<file path="src/sv/rhp_pkg.sv">
// ----------------------------------------------------------------------------
// rhp_pkg
// Shared types and constants of the RTP header parser: header layout,
// status codes, register map and the result item carried through the queue.
// ----------------------------------------------------------------------------
package rhp_pkg;

    localparam int unsigned HEADER_LEN = 16;

    localparam logic [1:0] RTP_VERSION = 2'd2;
    localparam logic [7:0] PT_MASK     = 8'h7F;

    localparam logic [2:0] ST_OK      = 3'd0;
    localparam logic [2:0] ST_SHORT   = 3'd1;
    localparam logic [2:0] ST_VERSION = 3'd2;
    localparam logic [2:0] ST_CSRC    = 3'd3;
    localparam logic [2:0] ST_EMPTY   = 3'd4;
    localparam logic [2:0] ST_LARGE   = 3'd5;

    localparam int unsigned APB_ADDR_W      = 3;
    localparam int unsigned APB_DATA_W      = 32;
    localparam logic        REG_MAX_PAYLOAD = 1'b0;
    localparam logic [15:0] MAX_PAYLOAD_RST = 16'd1200;

    typedef struct packed {
        logic [7:0]  payload_byte;
        logic        payload_valid;
        logic        packet_done;
        logic [2:0]  status;
        logic [6:0]  payload_type;
        logic [15:0] sequence_number;
        logic [31:0] timestamp;
        logic [31:0] source_id;
        logic [7:0]  extension_flags;
        logic [23:0] extension_seq_ack;
    } rhp_item_t;

    typedef struct packed {
        logic full;
        logic empty;
    } rhp_queue_status_t;

endpackage

</file>
<file path="src/sv/rhp_byte_if.sv">
// ----------------------------------------------------------------------------
// rhp_byte_if
// Input channel: one packet byte per item with an end-of-packet flag.
// ----------------------------------------------------------------------------
interface rhp_byte_if;

    logic       valid;
    logic       ready;
    logic [7:0] data_byte;
    logic       end_of_packet;

    modport source (
        output valid,
        output data_byte,
        output end_of_packet,
        input  ready
    );

    modport sink (
        input  valid,
        input  data_byte,
        input  end_of_packet,
        output ready
    );

endinterface

</file>
<file path="src/sv/rhp_result_if.sv">
// ----------------------------------------------------------------------------
// rhp_result_if
// Output channel: forwarded payload bytes and per-packet header and status.
// ----------------------------------------------------------------------------
interface rhp_result_if;

    logic        valid;
    logic        ready;
    logic [7:0]  payload_byte;
    logic        payload_valid;
    logic        packet_done;
    logic [2:0]  status;
    logic [6:0]  payload_type;
    logic [15:0] sequence_number;
    logic [31:0] timestamp;
    logic [31:0] source_id;
    logic [7:0]  extension_flags;
    logic [23:0] extension_seq_ack;

    modport source (
        output valid,
        output payload_byte,
        output payload_valid,
        output packet_done,
        output status,
        output payload_type,
        output sequence_number,
        output timestamp,
        output source_id,
        output extension_flags,
        output extension_seq_ack,
        input  ready
    );

    modport sink (
        input  valid,
        input  payload_byte,
        input  payload_valid,
        input  packet_done,
        input  status,
        input  payload_type,
        input  sequence_number,
        input  timestamp,
        input  source_id,
        input  extension_flags,
        input  extension_seq_ack,
        output ready
    );

endinterface

</file>
<file path="src/sv/rhp_front.sv">
// ----------------------------------------------------------------------------
// rhp_front
// Byte counter, header capture and end-of-packet classification. Builds one
// result item per payload byte or final byte and pushes it into the queue.
// ----------------------------------------------------------------------------
module rhp_front #(
    parameter int COUNT_BITS = 16
) (
    input  logic                   clk,
    input  logic                   rst_n,
    rhp_byte_if.sink               in_ch,
    input  logic [15:0]            max_payload,
    input  rhp_pkg::rhp_queue_status_t q_status,
    output logic                   push,
    output rhp_pkg::rhp_item_t     item
);

    localparam int CMP_W = ((COUNT_BITS > 16) ? COUNT_BITS : 16) + 1;
    localparam logic [COUNT_BITS-1:0] COUNT_MAX = {COUNT_BITS{1'b1}};
    localparam logic [COUNT_BITS-1:0] HDR_CNT   = COUNT_BITS'(rhp_pkg::HEADER_LEN);

    logic [COUNT_BITS-1:0] count_reg, count_next, total;
    logic [7:0]            fhb_reg, fhb_next;
    logic [6:0]            pt_reg, pt_next;
    logic [15:0]           seq_reg, seq_next;
    logic [31:0]           ts_reg, ts_next;
    logic [31:0]           ssrc_reg, ssrc_next;
    logic [7:0]            xf_reg, xf_next;
    logic [23:0]           xsa_reg, xsa_next;

    logic       accept;
    logic       is_payload;
    logic       last;
    logic [7:0] b;
    logic [2:0] st;

    assign in_ch.ready = !q_status.full;
    assign accept      = in_ch.valid && in_ch.ready;
    assign b           = in_ch.data_byte;
    assign last        = in_ch.end_of_packet;
    assign is_payload  = (count_reg >= HDR_CNT);
    assign total       = (count_reg != COUNT_MAX) ? count_reg + 1'b1 : count_reg;
    assign push        = accept && (is_payload || last);

    always_comb
    begin
        fhb_next  = fhb_reg;
        pt_next   = pt_reg;
        seq_next  = seq_reg;
        ts_next   = ts_reg;
        ssrc_next = ssrc_reg;
        xf_next   = xf_reg;
        xsa_next  = xsa_reg;
        if (!is_payload)
        begin
            unique case (count_reg[3:0])
                4'd0:
                begin
                    fhb_next = b;
                end
                4'd1:
                begin
                    pt_next = 7'(b & rhp_pkg::PT_MASK);
                end
                4'd2, 4'd3:
                begin
                    seq_next = {seq_reg[7:0], b};
                end
                4'd4, 4'd5, 4'd6, 4'd7:
                begin
                    ts_next = {ts_reg[23:0], b};
                end
                4'd8, 4'd9, 4'd10, 4'd11:
                begin
                    ssrc_next = {ssrc_reg[23:0], b};
                end
                4'd12:
                begin
                    xf_next = b;
                end
                default:
                begin
                    xsa_next = {xsa_reg[15:0], b};
                end
            endcase
        end
    end

    always_comb
    begin
        priority if (total < HDR_CNT)
            st = rhp_pkg::ST_SHORT;
        else if (fhb_next[7:6] != rhp_pkg::RTP_VERSION)
            st = rhp_pkg::ST_VERSION;
        else if (fhb_next[3:0] != 4'd0)
            st = rhp_pkg::ST_CSRC;
        else if (total == HDR_CNT)
            st = rhp_pkg::ST_EMPTY;
        else if ((total == COUNT_MAX) ||
                 (CMP_W'(total) > CMP_W'(max_payload) + CMP_W'(rhp_pkg::HEADER_LEN)))
            st = rhp_pkg::ST_LARGE;
        else
            st = rhp_pkg::ST_OK;
    end

    always_comb
    begin
        item               = '0;
        item.payload_byte  = is_payload ? b : 8'd0;
        item.payload_valid = is_payload;
        item.packet_done   = last;
        if (last)
        begin
            item.status = st;
            if (st != rhp_pkg::ST_SHORT)
            begin
                item.payload_type      = pt_next;
                item.sequence_number   = seq_next;
                item.timestamp         = ts_next;
                item.source_id         = ssrc_next;
                item.extension_flags   = xf_next;
                item.extension_seq_ack = xsa_next;
            end
        end
    end

    assign count_next = last ? '0 : total;

    always_ff @(posedge clk or negedge rst_n)
    begin
        if (!rst_n)
        begin
            count_reg <= '0;
            fhb_reg   <= '0;
            pt_reg    <= '0;
            seq_reg   <= '0;
            ts_reg    <= '0;
            ssrc_reg  <= '0;
            xf_reg    <= '0;
            xsa_reg   <= '0;
        end
        else if (accept)
        begin
            count_reg <= count_next;
            fhb_reg   <= last ? '0 : fhb_next;
            pt_reg    <= last ? '0 : pt_next;
            seq_reg   <= last ? '0 : seq_next;
            ts_reg    <= last ? '0 : ts_next;
            ssrc_reg  <= last ? '0 : ssrc_next;
            xf_reg    <= last ? '0 : xf_next;
            xsa_reg   <= last ? '0 : xsa_next;
        end
    end

endmodule

</file>
<file path="src/sv/rhp_queue.sv">
// ----------------------------------------------------------------------------
// rhp_queue
// Short register queue of result items between the front and back parts.
// ----------------------------------------------------------------------------
module rhp_queue #(
    parameter int DEPTH = 2
) (
    input  logic                       clk,
    input  logic                       rst_n,
    input  logic                       push,
    input  rhp_pkg::rhp_item_t         wr_item,
    input  logic                       pop,
    output rhp_pkg::rhp_item_t         rd_item,
    output rhp_pkg::rhp_queue_status_t q_status
);

    localparam int PTR_W = (DEPTH > 1) ? $clog2(DEPTH) : 1;
    localparam int CNT_W = $clog2(DEPTH + 1);
    localparam logic [PTR_W-1:0] PTR_LAST = PTR_W'(DEPTH - 1);
    localparam logic [CNT_W-1:0] CNT_FULL = CNT_W'(DEPTH);

    rhp_pkg::rhp_item_t entry_reg [DEPTH];
    logic [PTR_W-1:0]   wr_ptr_reg, wr_ptr_next;
    logic [PTR_W-1:0]   rd_ptr_reg, rd_ptr_next;
    logic [CNT_W-1:0]   count_reg, count_next;

    assign q_status.full  = (count_reg == CNT_FULL);
    assign q_status.empty = (count_reg == '0);
    assign rd_item        = entry_reg[rd_ptr_reg];

    assign wr_ptr_next = (wr_ptr_reg == PTR_LAST) ? '0 : wr_ptr_reg + 1'b1;
    assign rd_ptr_next = (rd_ptr_reg == PTR_LAST) ? '0 : rd_ptr_reg + 1'b1;

    always_comb
    begin
        count_next = count_reg;
        if (push && !pop)
            count_next = count_reg + 1'b1;
        else if (pop && !push)
            count_next = count_reg - 1'b1;
    end

    always_ff @(posedge clk or negedge rst_n)
    begin
        if (!rst_n)
        begin
            wr_ptr_reg <= '0;
            rd_ptr_reg <= '0;
            count_reg  <= '0;
        end
        else
        begin
            if (push)
                wr_ptr_reg <= wr_ptr_next;
            if (pop)
                rd_ptr_reg <= rd_ptr_next;
            count_reg <= count_next;
        end
    end

    always_ff @(posedge clk)
    begin
        if (push)
            entry_reg[wr_ptr_reg] <= wr_item;
    end

endmodule

</file>
<file path="src/sv/rhp_back.sv">
// ----------------------------------------------------------------------------
// rhp_back
// Output register stage: takes items from the queue and presents them on the
// result channel, holding each until the receiver takes it.
// ----------------------------------------------------------------------------
module rhp_back (
    input  logic                       clk,
    input  logic                       rst_n,
    input  rhp_pkg::rhp_queue_status_t q_status,
    input  rhp_pkg::rhp_item_t         rd_item,
    output logic                       pop,
    rhp_result_if.source               out_ch
);

    logic               valid_reg, valid_next;
    rhp_pkg::rhp_item_t data_reg;

    assign pop        = !q_status.empty && (!valid_reg || out_ch.ready);
    assign valid_next = pop || (valid_reg && !out_ch.ready);

    always_ff @(posedge clk or negedge rst_n)
    begin
        if (!rst_n)
            valid_reg <= 1'b0;
        else
            valid_reg <= valid_next;
    end

    always_ff @(posedge clk)
    begin
        if (pop)
            data_reg <= rd_item;
    end

    assign out_ch.valid             = valid_reg;
    assign out_ch.payload_byte      = data_reg.payload_byte;
    assign out_ch.payload_valid     = data_reg.payload_valid;
    assign out_ch.packet_done       = data_reg.packet_done;
    assign out_ch.status            = data_reg.status;
    assign out_ch.payload_type      = data_reg.payload_type;
    assign out_ch.sequence_number   = data_reg.sequence_number;
    assign out_ch.timestamp         = data_reg.timestamp;
    assign out_ch.source_id         = data_reg.source_id;
    assign out_ch.extension_flags   = data_reg.extension_flags;
    assign out_ch.extension_seq_ack = data_reg.extension_seq_ack;

endmodule

</file>
<file path="src/sv/rtp_header_parser.sv">
// ----------------------------------------------------------------------------
// rtp_header_parser
// RTP header parser with a fixed 16-byte extended header.
//
// in_ch carries one packet byte per item, with end_of_packet on the last
// byte. Bytes 0 to 15 are captured as header and give no result unless
// final; every later byte is forwarded as one result with payload_valid.
// The final byte gives a result with packet_done, the status and the header
// fields (zero when the packet is too short).
// Throughput is one byte per cycle while in_ch.ready is high. Each result
// passes through the item queue, written when its byte is accepted, and
// then the output register, which loads from the queue when it is free.
// When out_ch stalls, the output register and the two-entry queue fill and
// in_ch.ready stays low while the queue is full; nothing is lost.
// Reset clears the byte counter and the header capture, empties the queue and
// the output register, and sets max_payload_bytes to 1200.
// max_payload_bytes lives at APB addresses 0 to 3 (paddr[2] low); pready is always high.
// ----------------------------------------------------------------------------
module rtp_header_parser #(
    parameter int COUNT_BITS  = 16,
    parameter int QUEUE_DEPTH = 2
) (
    input  logic                              clk,
    input  logic                              rst_n,
    input  logic                              psel,
    input  logic                              penable,
    input  logic                              pwrite,
    input  logic [rhp_pkg::APB_ADDR_W-1:0]    paddr,
    input  logic [rhp_pkg::APB_DATA_W-1:0]    pwdata,
    output logic [rhp_pkg::APB_DATA_W-1:0]    prdata,
    output logic                              pready,
    rhp_byte_if.sink                          in_ch,
    rhp_result_if.source                      out_ch
);

    logic [15:0]                max_payload_reg;
    logic                       cfg_wr;
    logic                       sel_max;
    logic                       q_push;
    logic                       q_pop;
    rhp_pkg::rhp_item_t         q_wr_item;
    rhp_pkg::rhp_item_t         q_rd_item;
    rhp_pkg::rhp_queue_status_t q_status;

    assign pready  = 1'b1;
    assign sel_max = (paddr[rhp_pkg::APB_ADDR_W-1] == rhp_pkg::REG_MAX_PAYLOAD);
    assign cfg_wr  = psel && penable && pwrite && pready && sel_max;
    assign prdata  = sel_max ? rhp_pkg::APB_DATA_W'(max_payload_reg) : '0;

    always_ff @(posedge clk or negedge rst_n)
    begin
        if (!rst_n)
            max_payload_reg <= rhp_pkg::MAX_PAYLOAD_RST;
        else if (cfg_wr)
            max_payload_reg <= pwdata[15:0];
    end

    rhp_front #(
        .COUNT_BITS (COUNT_BITS)
    ) u_front (
        .clk         (clk),
        .rst_n       (rst_n),
        .in_ch       (in_ch),
        .max_payload (max_payload_reg),
        .q_status    (q_status),
        .push        (q_push),
        .item        (q_wr_item)
    );

    rhp_queue #(
        .DEPTH (QUEUE_DEPTH)
    ) u_queue (
        .clk      (clk),
        .rst_n    (rst_n),
        .push     (q_push),
        .wr_item  (q_wr_item),
        .pop      (q_pop),
        .rd_item  (q_rd_item),
        .q_status (q_status)
    );

    rhp_back u_back (
        .clk      (clk),
        .rst_n    (rst_n),
        .q_status (q_status),
        .rd_item  (q_rd_item),
        .pop      (q_pop),
        .out_ch   (out_ch)
    );

    a_no_overflow: assert property (@(posedge clk) disable iff (!rst_n)
        !(q_push && q_status.full))
        else $error("item pushed into full queue");

    a_no_underflow: assert property (@(posedge clk) disable iff (!rst_n)
        !(q_pop && q_status.empty))
        else $error("item popped from empty queue");

    a_mid_is_payload: assert property (@(posedge clk) disable iff (!rst_n)
        (out_ch.valid && !out_ch.packet_done) |->
            (out_ch.payload_valid && out_ch.status == rhp_pkg::ST_OK))
        else $error("non-final result without payload byte");

    a_short_no_header: assert property (@(posedge clk) disable iff (!rst_n)
        (out_ch.valid && out_ch.packet_done && out_ch.status == rhp_pkg::ST_SHORT) |->
            (out_ch.source_id == 32'd0 && out_ch.timestamp == 32'd0 &&
             !out_ch.payload_valid))
        else $error("short packet reports header fields");

endmodule
</file>
<file path="src/flat_wrapper.sv">
// flat-port wrapper written by rule: the top's interface ports become plain ports
module rtp_header_parser_flat 
#(
    parameter int COUNT_BITS  = 16,
    parameter int QUEUE_DEPTH = 2
)
  (clk, rst_n, psel, penable, pwrite, paddr, pwdata, prdata, pready, in_ch_valid, in_ch_data_byte, in_ch_end_of_packet, in_ch_ready, out_ch_valid, out_ch_payload_byte, out_ch_payload_valid, out_ch_packet_done, out_ch_status, out_ch_payload_type, out_ch_sequence_number, out_ch_timestamp, out_ch_source_id, out_ch_extension_flags, out_ch_extension_seq_ack, out_ch_ready);
  rhp_byte_if in_ch_i ();
  rhp_result_if out_ch_i ();
  input  logic clk;
  input  logic rst_n;
  input  logic psel;
  input  logic penable;
  input  logic pwrite;
  input  logic [rhp_pkg::APB_ADDR_W-1:0] paddr;
  input  logic [rhp_pkg::APB_DATA_W-1:0] pwdata;
  output logic [rhp_pkg::APB_DATA_W-1:0] prdata;
  output logic pready;
  input wire logic [$bits(in_ch_i.valid)-1:0] in_ch_valid;
  input wire logic [$bits(in_ch_i.data_byte)-1:0] in_ch_data_byte;
  input wire logic [$bits(in_ch_i.end_of_packet)-1:0] in_ch_end_of_packet;
  output wire logic [$bits(in_ch_i.ready)-1:0] in_ch_ready;
  output wire logic [$bits(out_ch_i.valid)-1:0] out_ch_valid;
  output wire logic [$bits(out_ch_i.payload_byte)-1:0] out_ch_payload_byte;
  output wire logic [$bits(out_ch_i.payload_valid)-1:0] out_ch_payload_valid;
  output wire logic [$bits(out_ch_i.packet_done)-1:0] out_ch_packet_done;
  output wire logic [$bits(out_ch_i.status)-1:0] out_ch_status;
  output wire logic [$bits(out_ch_i.payload_type)-1:0] out_ch_payload_type;
  output wire logic [$bits(out_ch_i.sequence_number)-1:0] out_ch_sequence_number;
  output wire logic [$bits(out_ch_i.timestamp)-1:0] out_ch_timestamp;
  output wire logic [$bits(out_ch_i.source_id)-1:0] out_ch_source_id;
  output wire logic [$bits(out_ch_i.extension_flags)-1:0] out_ch_extension_flags;
  output wire logic [$bits(out_ch_i.extension_seq_ack)-1:0] out_ch_extension_seq_ack;
  input wire logic [$bits(out_ch_i.ready)-1:0] out_ch_ready;
  assign in_ch_i.valid = in_ch_valid;
  assign in_ch_i.data_byte = in_ch_data_byte;
  assign in_ch_i.end_of_packet = in_ch_end_of_packet;
  assign in_ch_ready = in_ch_i.ready;
  assign out_ch_valid = out_ch_i.valid;
  assign out_ch_payload_byte = out_ch_i.payload_byte;
  assign out_ch_payload_valid = out_ch_i.payload_valid;
  assign out_ch_packet_done = out_ch_i.packet_done;
  assign out_ch_status = out_ch_i.status;
  assign out_ch_payload_type = out_ch_i.payload_type;
  assign out_ch_sequence_number = out_ch_i.sequence_number;
  assign out_ch_timestamp = out_ch_i.timestamp;
  assign out_ch_source_id = out_ch_i.source_id;
  assign out_ch_extension_flags = out_ch_i.extension_flags;
  assign out_ch_extension_seq_ack = out_ch_i.extension_seq_ack;
  assign out_ch_i.ready = out_ch_ready;
  rtp_header_parser #(.COUNT_BITS(COUNT_BITS), .QUEUE_DEPTH(QUEUE_DEPTH)) u_core (.clk(clk), .rst_n(rst_n), .psel(psel), .penable(penable), .pwrite(pwrite), .paddr(paddr), .pwdata(pwdata), .prdata(prdata), .pready(pready), .in_ch(in_ch_i), .out_ch(out_ch_i));
endmodule
</file>
<file path="config.mk">
export PLATFORM = sky130hd
export DESIGN_NAME = rtp_header_parser_flat
export DESIGN_NICKNAME = d
export VERILOG_FILES = /design/src/sv/rhp_pkg.sv /design/src/sv/rhp_byte_if.sv /design/src/sv/rhp_result_if.sv /design/src/sv/rhp_front.sv /design/src/sv/rhp_queue.sv /design/src/sv/rhp_back.sv /design/src/sv/rtp_header_parser.sv /design/src/flat_wrapper.sv
export SDC_FILE = /design/constraint.sdc
export NUM_CORES = 1
export LEC_CHECK = 0
export BUFFER_PORTS_ARGS = -buffer_cell sky130_fd_sc_hd__clkbuf_2
export CAP_MARGIN = 20
export CORE_MARGIN = 1.5
export CORE_UTILIZATION = 50
export CTS_BUF_LIST = sky130_fd_sc_hd__clkbuf_16
export CTS_CLUSTER_SIZE = 24
export DETAILED_ROUTE_END_ITERATION = 12
export PLACE_DENSITY = 0.69
export REMOVE_ABC_BUFFERS = 1
export SLEW_MARGIN = 30
export SYNTH_ARGS = -nofsm -noshare
export SYNTH_HDL_FRONTEND = slang
export SYNTH_SLANG_ARGS = --single-unit
</file>
<file path="constraint.sdc">
create_clock -name clk -period 13.3 [get_ports clk]
set_input_delay 1.33 -clock clk [delete_from_list [all_inputs] [get_ports clk]]
set_output_delay 1.33 -clock clk [all_outputs]
set_load 0.03 [all_outputs]
</file>
## Word-level counts from Yosys, hierarchy flattened

Memories as Yosys holds them, arrays and structs flattened. A register that Yosys moved wholly into a read port is not among the register bits.
Cells that the tools add are included.

| word-level totals | value |
|---|---|
| register bits | 162 |
| bits in writable memories | 264 |
| input bits | 51 |
| output and inout port bits | 167 |
| memories | 1 |

Memories:

| name | words | width | rd ports | clocked after Yosys merged registers in | wr ports | line | RTL |
|---|---|---|---|---|---|---|---|
| u_core.u_queue.entry_reg | 2 | 132 | 1 | 1 | 1 | rhp_queue.sv:22 | `rhp_pkg::rhp_item_t entry_reg [DEPTH];` |

| operators by class | value |
|---|---|
| $add $sub $neg | 6 |
| $lt $le $gt $ge | 3 |
| equality and inequality tests | 18 |
| muxes and demuxes | 38 |
| bitwise operators | 1 |
| reduce and logical (&&, ||, !) cells | 27 |

Operators with widths:

| kind | count |
|---|---|
| two-way mux 32 bit | 6 |
| two-way mux 122 bit | 1 |
| two-way mux 119 bit | 1 |
| two-way mux 16 bit | 6 |
| two-way mux 24 bit | 3 |
| two-way mux 8 bit | 7 |
| two-way mux 7 bit | 3 |
| == test 4 bit, second input constant | 5 |
| adder 16 x 5 -> 17 bit, second input constant | 1 |
| > comparator 16 x 17 -> 1 bit | 1 |
| adder 16 x 1 -> 16 bit, second input constant | 1 |
| == test 16 bit, second input constant | 1 |
| == test 16 x 5 -> 1 bit, second input constant | 1 |
| == test 4 x 3 -> 1 bit, second input constant | 4 |
| greater-or-equal comparator 16 x 5 -> 1 bit, second input constant | 1 |
| less-than comparator 16 x 5 -> 1 bit, second input constant | 1 |
| != test 16 bit, second input constant | 1 |
| two-way mux 3 bit | 5 |
| OR reduction 13 bit | 1 |
| logical AND 1 bit | 9 |
| == test 4 x 2 -> 1 bit, second input constant | 2 |
| OR reduction 4 bit | 2 |
| zero test 1 bit | 6 |
| == test 4 x 1 -> 1 bit, second input constant | 1 |
| 15 further kinds | 23 |

## Depth between registers and ports, before layout

| depth | value |
|---|---|
| word-level depth | 12 |
| gate-level depth with buffers | 17 |
| gate-level depth less buffers | 15 |

## Modules after synthesis

Synthesis repeated with hierarchy kept, for this count alone.

| second synthesis, totals | value |
|---|---|
| cell total of the unflattened synthesis | 1859 |
| area total of the unflattened synthesis | 24425.9 um2 |

By module, submodules not included:

| module | instances | cells each | area each (um2) |
|---|---|---|---|
| rhp_queue | 1 | 427 | 9994.6 |
| rhp_front | 1 | 1225 | 9512.9 |
| rhp_back | 1 | 137 | 4013.8 |
| rtp_header_parser | 1 | 70 | 904.6 |

## Least setup slack after synthesis

Ideal clock, no wire load.

| timing | value |
|---|---|
| path kind | input to register |
| start | input port in_ch_valid |
| end | memory u_core.u_queue.entry_reg[0][0] (netlist bit) (enable) |
| arrival | 7.345 ns |
| required time | 12.674 ns |
| path slack | 5.329 ns |
| cell stages on the path | 4 |
| cell sequence | and2_1 clkbuf_1 o21ai_0 nor2_1 |

| between the ends | value |
|---|---|
| longest elaborated chain between the ends | 4 |

Ends and longest elaborated chain:

| what | line | RTL |
|---|---|---|
| start: declaration | flat_wrapper.sv:19 | `input wire logic [$bits(in_ch_i.valid)-1:0] in_ch_valid;` |
| logical AND 1 bit | rhp_front.sv:38 | `assign accept = in_ch.valid && in_ch.ready;` |
| logical AND 1 bit | rhp_front.sv:43 | `assign push = accept && (is_payload \|\| last);` |
| two-way mux 1 bit | rhp_queue.sv:63 | `if (push)` |
| two-way mux 1 bit (not written as such) | rhp_queue.sv:64 | `entry_reg[wr_ptr_reg] <= wr_item;` |
| end: declaration | rhp_queue.sv:22 |  |

No other way between the ends.

==> metrics.cfg <==
[sta]
max_freq_mhz=221.5
slew_headroom=0.3577
setup_ws_ps=8786
fin_crit_ps=4514
fin_skew_ps=17.34
worst_pin_slew_ps=961.2
finalCritPeriodShare=0.3394
rsz0062_at_grt=no
slew_violations=0
final-hold-violation-count=0
setup_violations=0
tns_ps=0

[critical_path]
r2r_end=u_core.u_queue.entry_reg[1][119]$_DFFE_PP_
cp_slowest_stage_delay_ps=700
cp.depth=15
path_cells=ha_1 -> nand4_1 -> or4_1 -> nand2_1 -> nor2_1 -> xor2_1 -> ha_1 -> nand2_1 -> nor2_1 -> a211oi_1 -> o21ai_0 -> maj3_1 -> a31oi_1 -> o22a_1 -> o211ai_1
critPathMaxFanout=13
cp.arrival_ps=4850
r2r-start=u_core.u_front.count_reg[0]$_DFFE_PN0P_
cp_data_required_time_ps=13640
worstSetupEndpoint=u_core.u_queue.entry_reg[1][119]$_DFFE_PP_
end_kind=flip-flop
ff2ff_setup_slack_ps=8790
crit_start=u_core.u_front.count_reg[0]$_DFFE_PN0P_
path_buf_inv=0
slowest_stage=or4_1
crit_family=simple AND/OR/NAND/NOR gates
start_kind=flip-flop
crit_type=reg2reg
worstRegToRegCells=15

[global_routing]
grt_overflow=0
grtUsageMet2=0.3454
grtUsageTotal=0.2083
grt.met1_usage=0.2793
antenna_found_initial=2
grt_pass1_wl_mm=78.64
use_met3=0.03961
grt_busiest_layer=met2
grt_pass1_vias=14630
grt_max_degree=101

[pwr]
cellLeakagePower_nw=10.28
pwr_density_cell_nw_per_um2=223.0
power_mw=5.960
irDropWorstVdd_uv=148.0

[layout]
area_delta_synth_final_pct=13.62
final.fill_count=3745
layoutNonFillerInstCount=2640
diodes=0
fin_util=0.5754
nNetsFinal=2057
drive_gt1_frac=0.2218
largest_register_ffs=264

[logic_synthesis]
synth_area_leaders=edfxtp_1 51%, dfrtp_1 17%, mux2_2 7.2%
synth_cells=1837
avgSynthCellArea_um2=12.81
ys_ff_latch=558
yosysTopAreaCellShare=0.5054
yosysWarnings=0
async_reset_ff_frac=0.2903
syn_area_um2=23530
synthDistinctLibCells=55
ys_seq_area_frac=0.6779
synthDominantAreaCellType=edfxtp_1
synth_edf_count=396
synthFlopType=edfxtp_1

[routing]
first_pass_iters=5
vias=14797
via_per_inst=5.605
wl_mm=49.82
final_antenna_net_count=0
wl_per_cell_um=18.87
drt-initial-drc-count=1213
drcViolationCount=0

[clocking]
cts.sinks=558
cts_tree=built
cts_root_buffer=clkbuf_16
clock_latency_ps=610
postCtsHoldBufs=0
post-cts-setup-buffers=0
htreeDepth=2
cts_buffers=55
cts_resized=0
cts_max_path_buffers=3
clk_pin_slew_ps=60

[run]
cap_violations=0

[die]
fp-row-count=79
initial_core_util=0.5064
chipHeight_um=219.9
core_um2=46460
die_w_um=219.9
design.die.area_um2=48360
num_io_pins=218

[place]
numPortBuffers=182
dp_hpwl_mm=29.12
place.gp.congestion=0.8391
placedCellCount=2534
dp_slack_ps=8423

[hold_path]
hold_path_startpoint=u_core.u_front.ts_reg[30]$_DFFE_PN0P_
hold_path_class=reg2reg

[outcome]
status=completed

[worst register-to-register path: stages, from the launching register on]
cell	delay, ps
dfrtp_1	450
ha_1	320
nand4_1	230
or4_1	700
nand2_1	200
nor2_1	70
xor2_1	590
ha_1	380
nand2_1	70
nor2_1	40
a211oi_1	200
o21ai_0	140
maj3_1	360
a31oi_1	190
o22a_1	190
o211ai_1	140
[placed cells by master, fill, tap and decap left out, drive strengths merged, types with 6 or more instances in the layout]
cell type	netlist	final
nand4	10	10
and3	7	7
edfxtp	396	396
nand2	382	382
dfrtp	158	158
and2	14	14
inv	13	27
nor3	7	7
o21ai	137	137
xor2	13	13
clkbuf	88	238
nor2b	16	16
nor2	33	33
conb	2	17
mux2	150	150
clkinv	0	25
bufinv	0	6
buf	37	21
nand2b	6	6
a21oi	134	134
a21boi	119	119
a22o	15	15
nand3	21	21
ha	20	20
xnor2	12	12
[cell families (layout without fill, tap and decap cells)]
group                    after synthesis  after routing  synth area share
XOR/XNOR                              25             25          0.009307
AND/OR/NAND/NOR                      517            517           0.09301
flip-flops                           558            558            0.6779
multiplexers                         153            153           0.07307
buffers and inverters                138            319           0.02835
adder cells (fa/ha/maj)               21             21           0.01106
AO/OA/AOI/OAI                        423            423            0.1069
other                                  2             17         0.0003192
[cell usage after synthesis, drive strengths merged, types with 2 or more instances]
library cell and instances:
a211oi 2, a21boi 119, a21o 2, a21oi 134, a22o 15, a31oi 5, and2 14, and3 7
buf 37, clkbuf 88, conb 2, dfrtp 158, dfstp 4, edfxtp 396, ha 20, inv 13
mux2 150, mux2i 3, nand2 382, nand2b 6, nand3 21, nand3b 3, nand4 10, nor2 33
nor2b 16, nor3 7, nor3b 2, nor4 4, o211ai 2, o21ai 137, or2 3, or3 2
or4 2, xnor2 12, xor2 13
[through the flow]
step / hold WS (ps) / instance area (um2)
2_1_floorplan: 449.7 / 22970
3_3_place_gp: 461.9 / 24820
3_5_place_dp: 470.2 / 24860
4_1_cts: 484.6 / 26670
5_1_grt: 506.6 / 26730
6_report: 479.8 / 26730
[report_power, final]
group          total [mW]  switching, mW  internal [mW]
Clock                1.54          0.652          0.892
Sequential           2.68          0.259           2.42
Combinational        1.74           1.16          0.575
Total                5.96           2.07           3.89
[worst min path at each step]
| stage | slack [ps] | end | cells past startpoint |
|---|---|---|---|
| after floorplan | 450 | u_core.u_front.pt_reg[0]$_DFFE_PN0P_ | 2 |
| after global placement | 460 | u_core.u_front.ts_reg[27]$_DFFE_PN0P_ | 2 |
| after detailed placement | 470 | u_core.u_front.xsa_reg[23]$_DFFE_PN0P_ | 2 |
| after CTS | 480 | u_core.u_front.xsa_reg[23]$_DFFE_PN0P_ | 2 |
| after global routing | 510 | u_core.u_front.ssrc_reg[25]$_DFFE_PN0P_ | 2 |
| final | 480 | u_core.u_front.ts_reg[30]$_DFFE_PN0P_ | 2 |
[final cells by class]
cell class	instances	area, um2	area share
clock buffer	57	1426	0.05336
clock inverter	47	381.6	0.01428
inverter	13	53.80	0.002013
multi-input combinational	1156	7032	0.2630
sequential	558	15950	0.5968
tap	607	759.5	0.02841
timing repair buffer	202	1125	0.04208
[layer usage]
metal / part of all wire / vias to the layer above
li1: - / 6890
met1: 0.43 / 7364
met2: 0.49 / 455
met3: 0.056 / 86
met4: 0.025 / 2
met5: 0.00024 / -
Note: power is estimated with default switching activity, not from simulation.
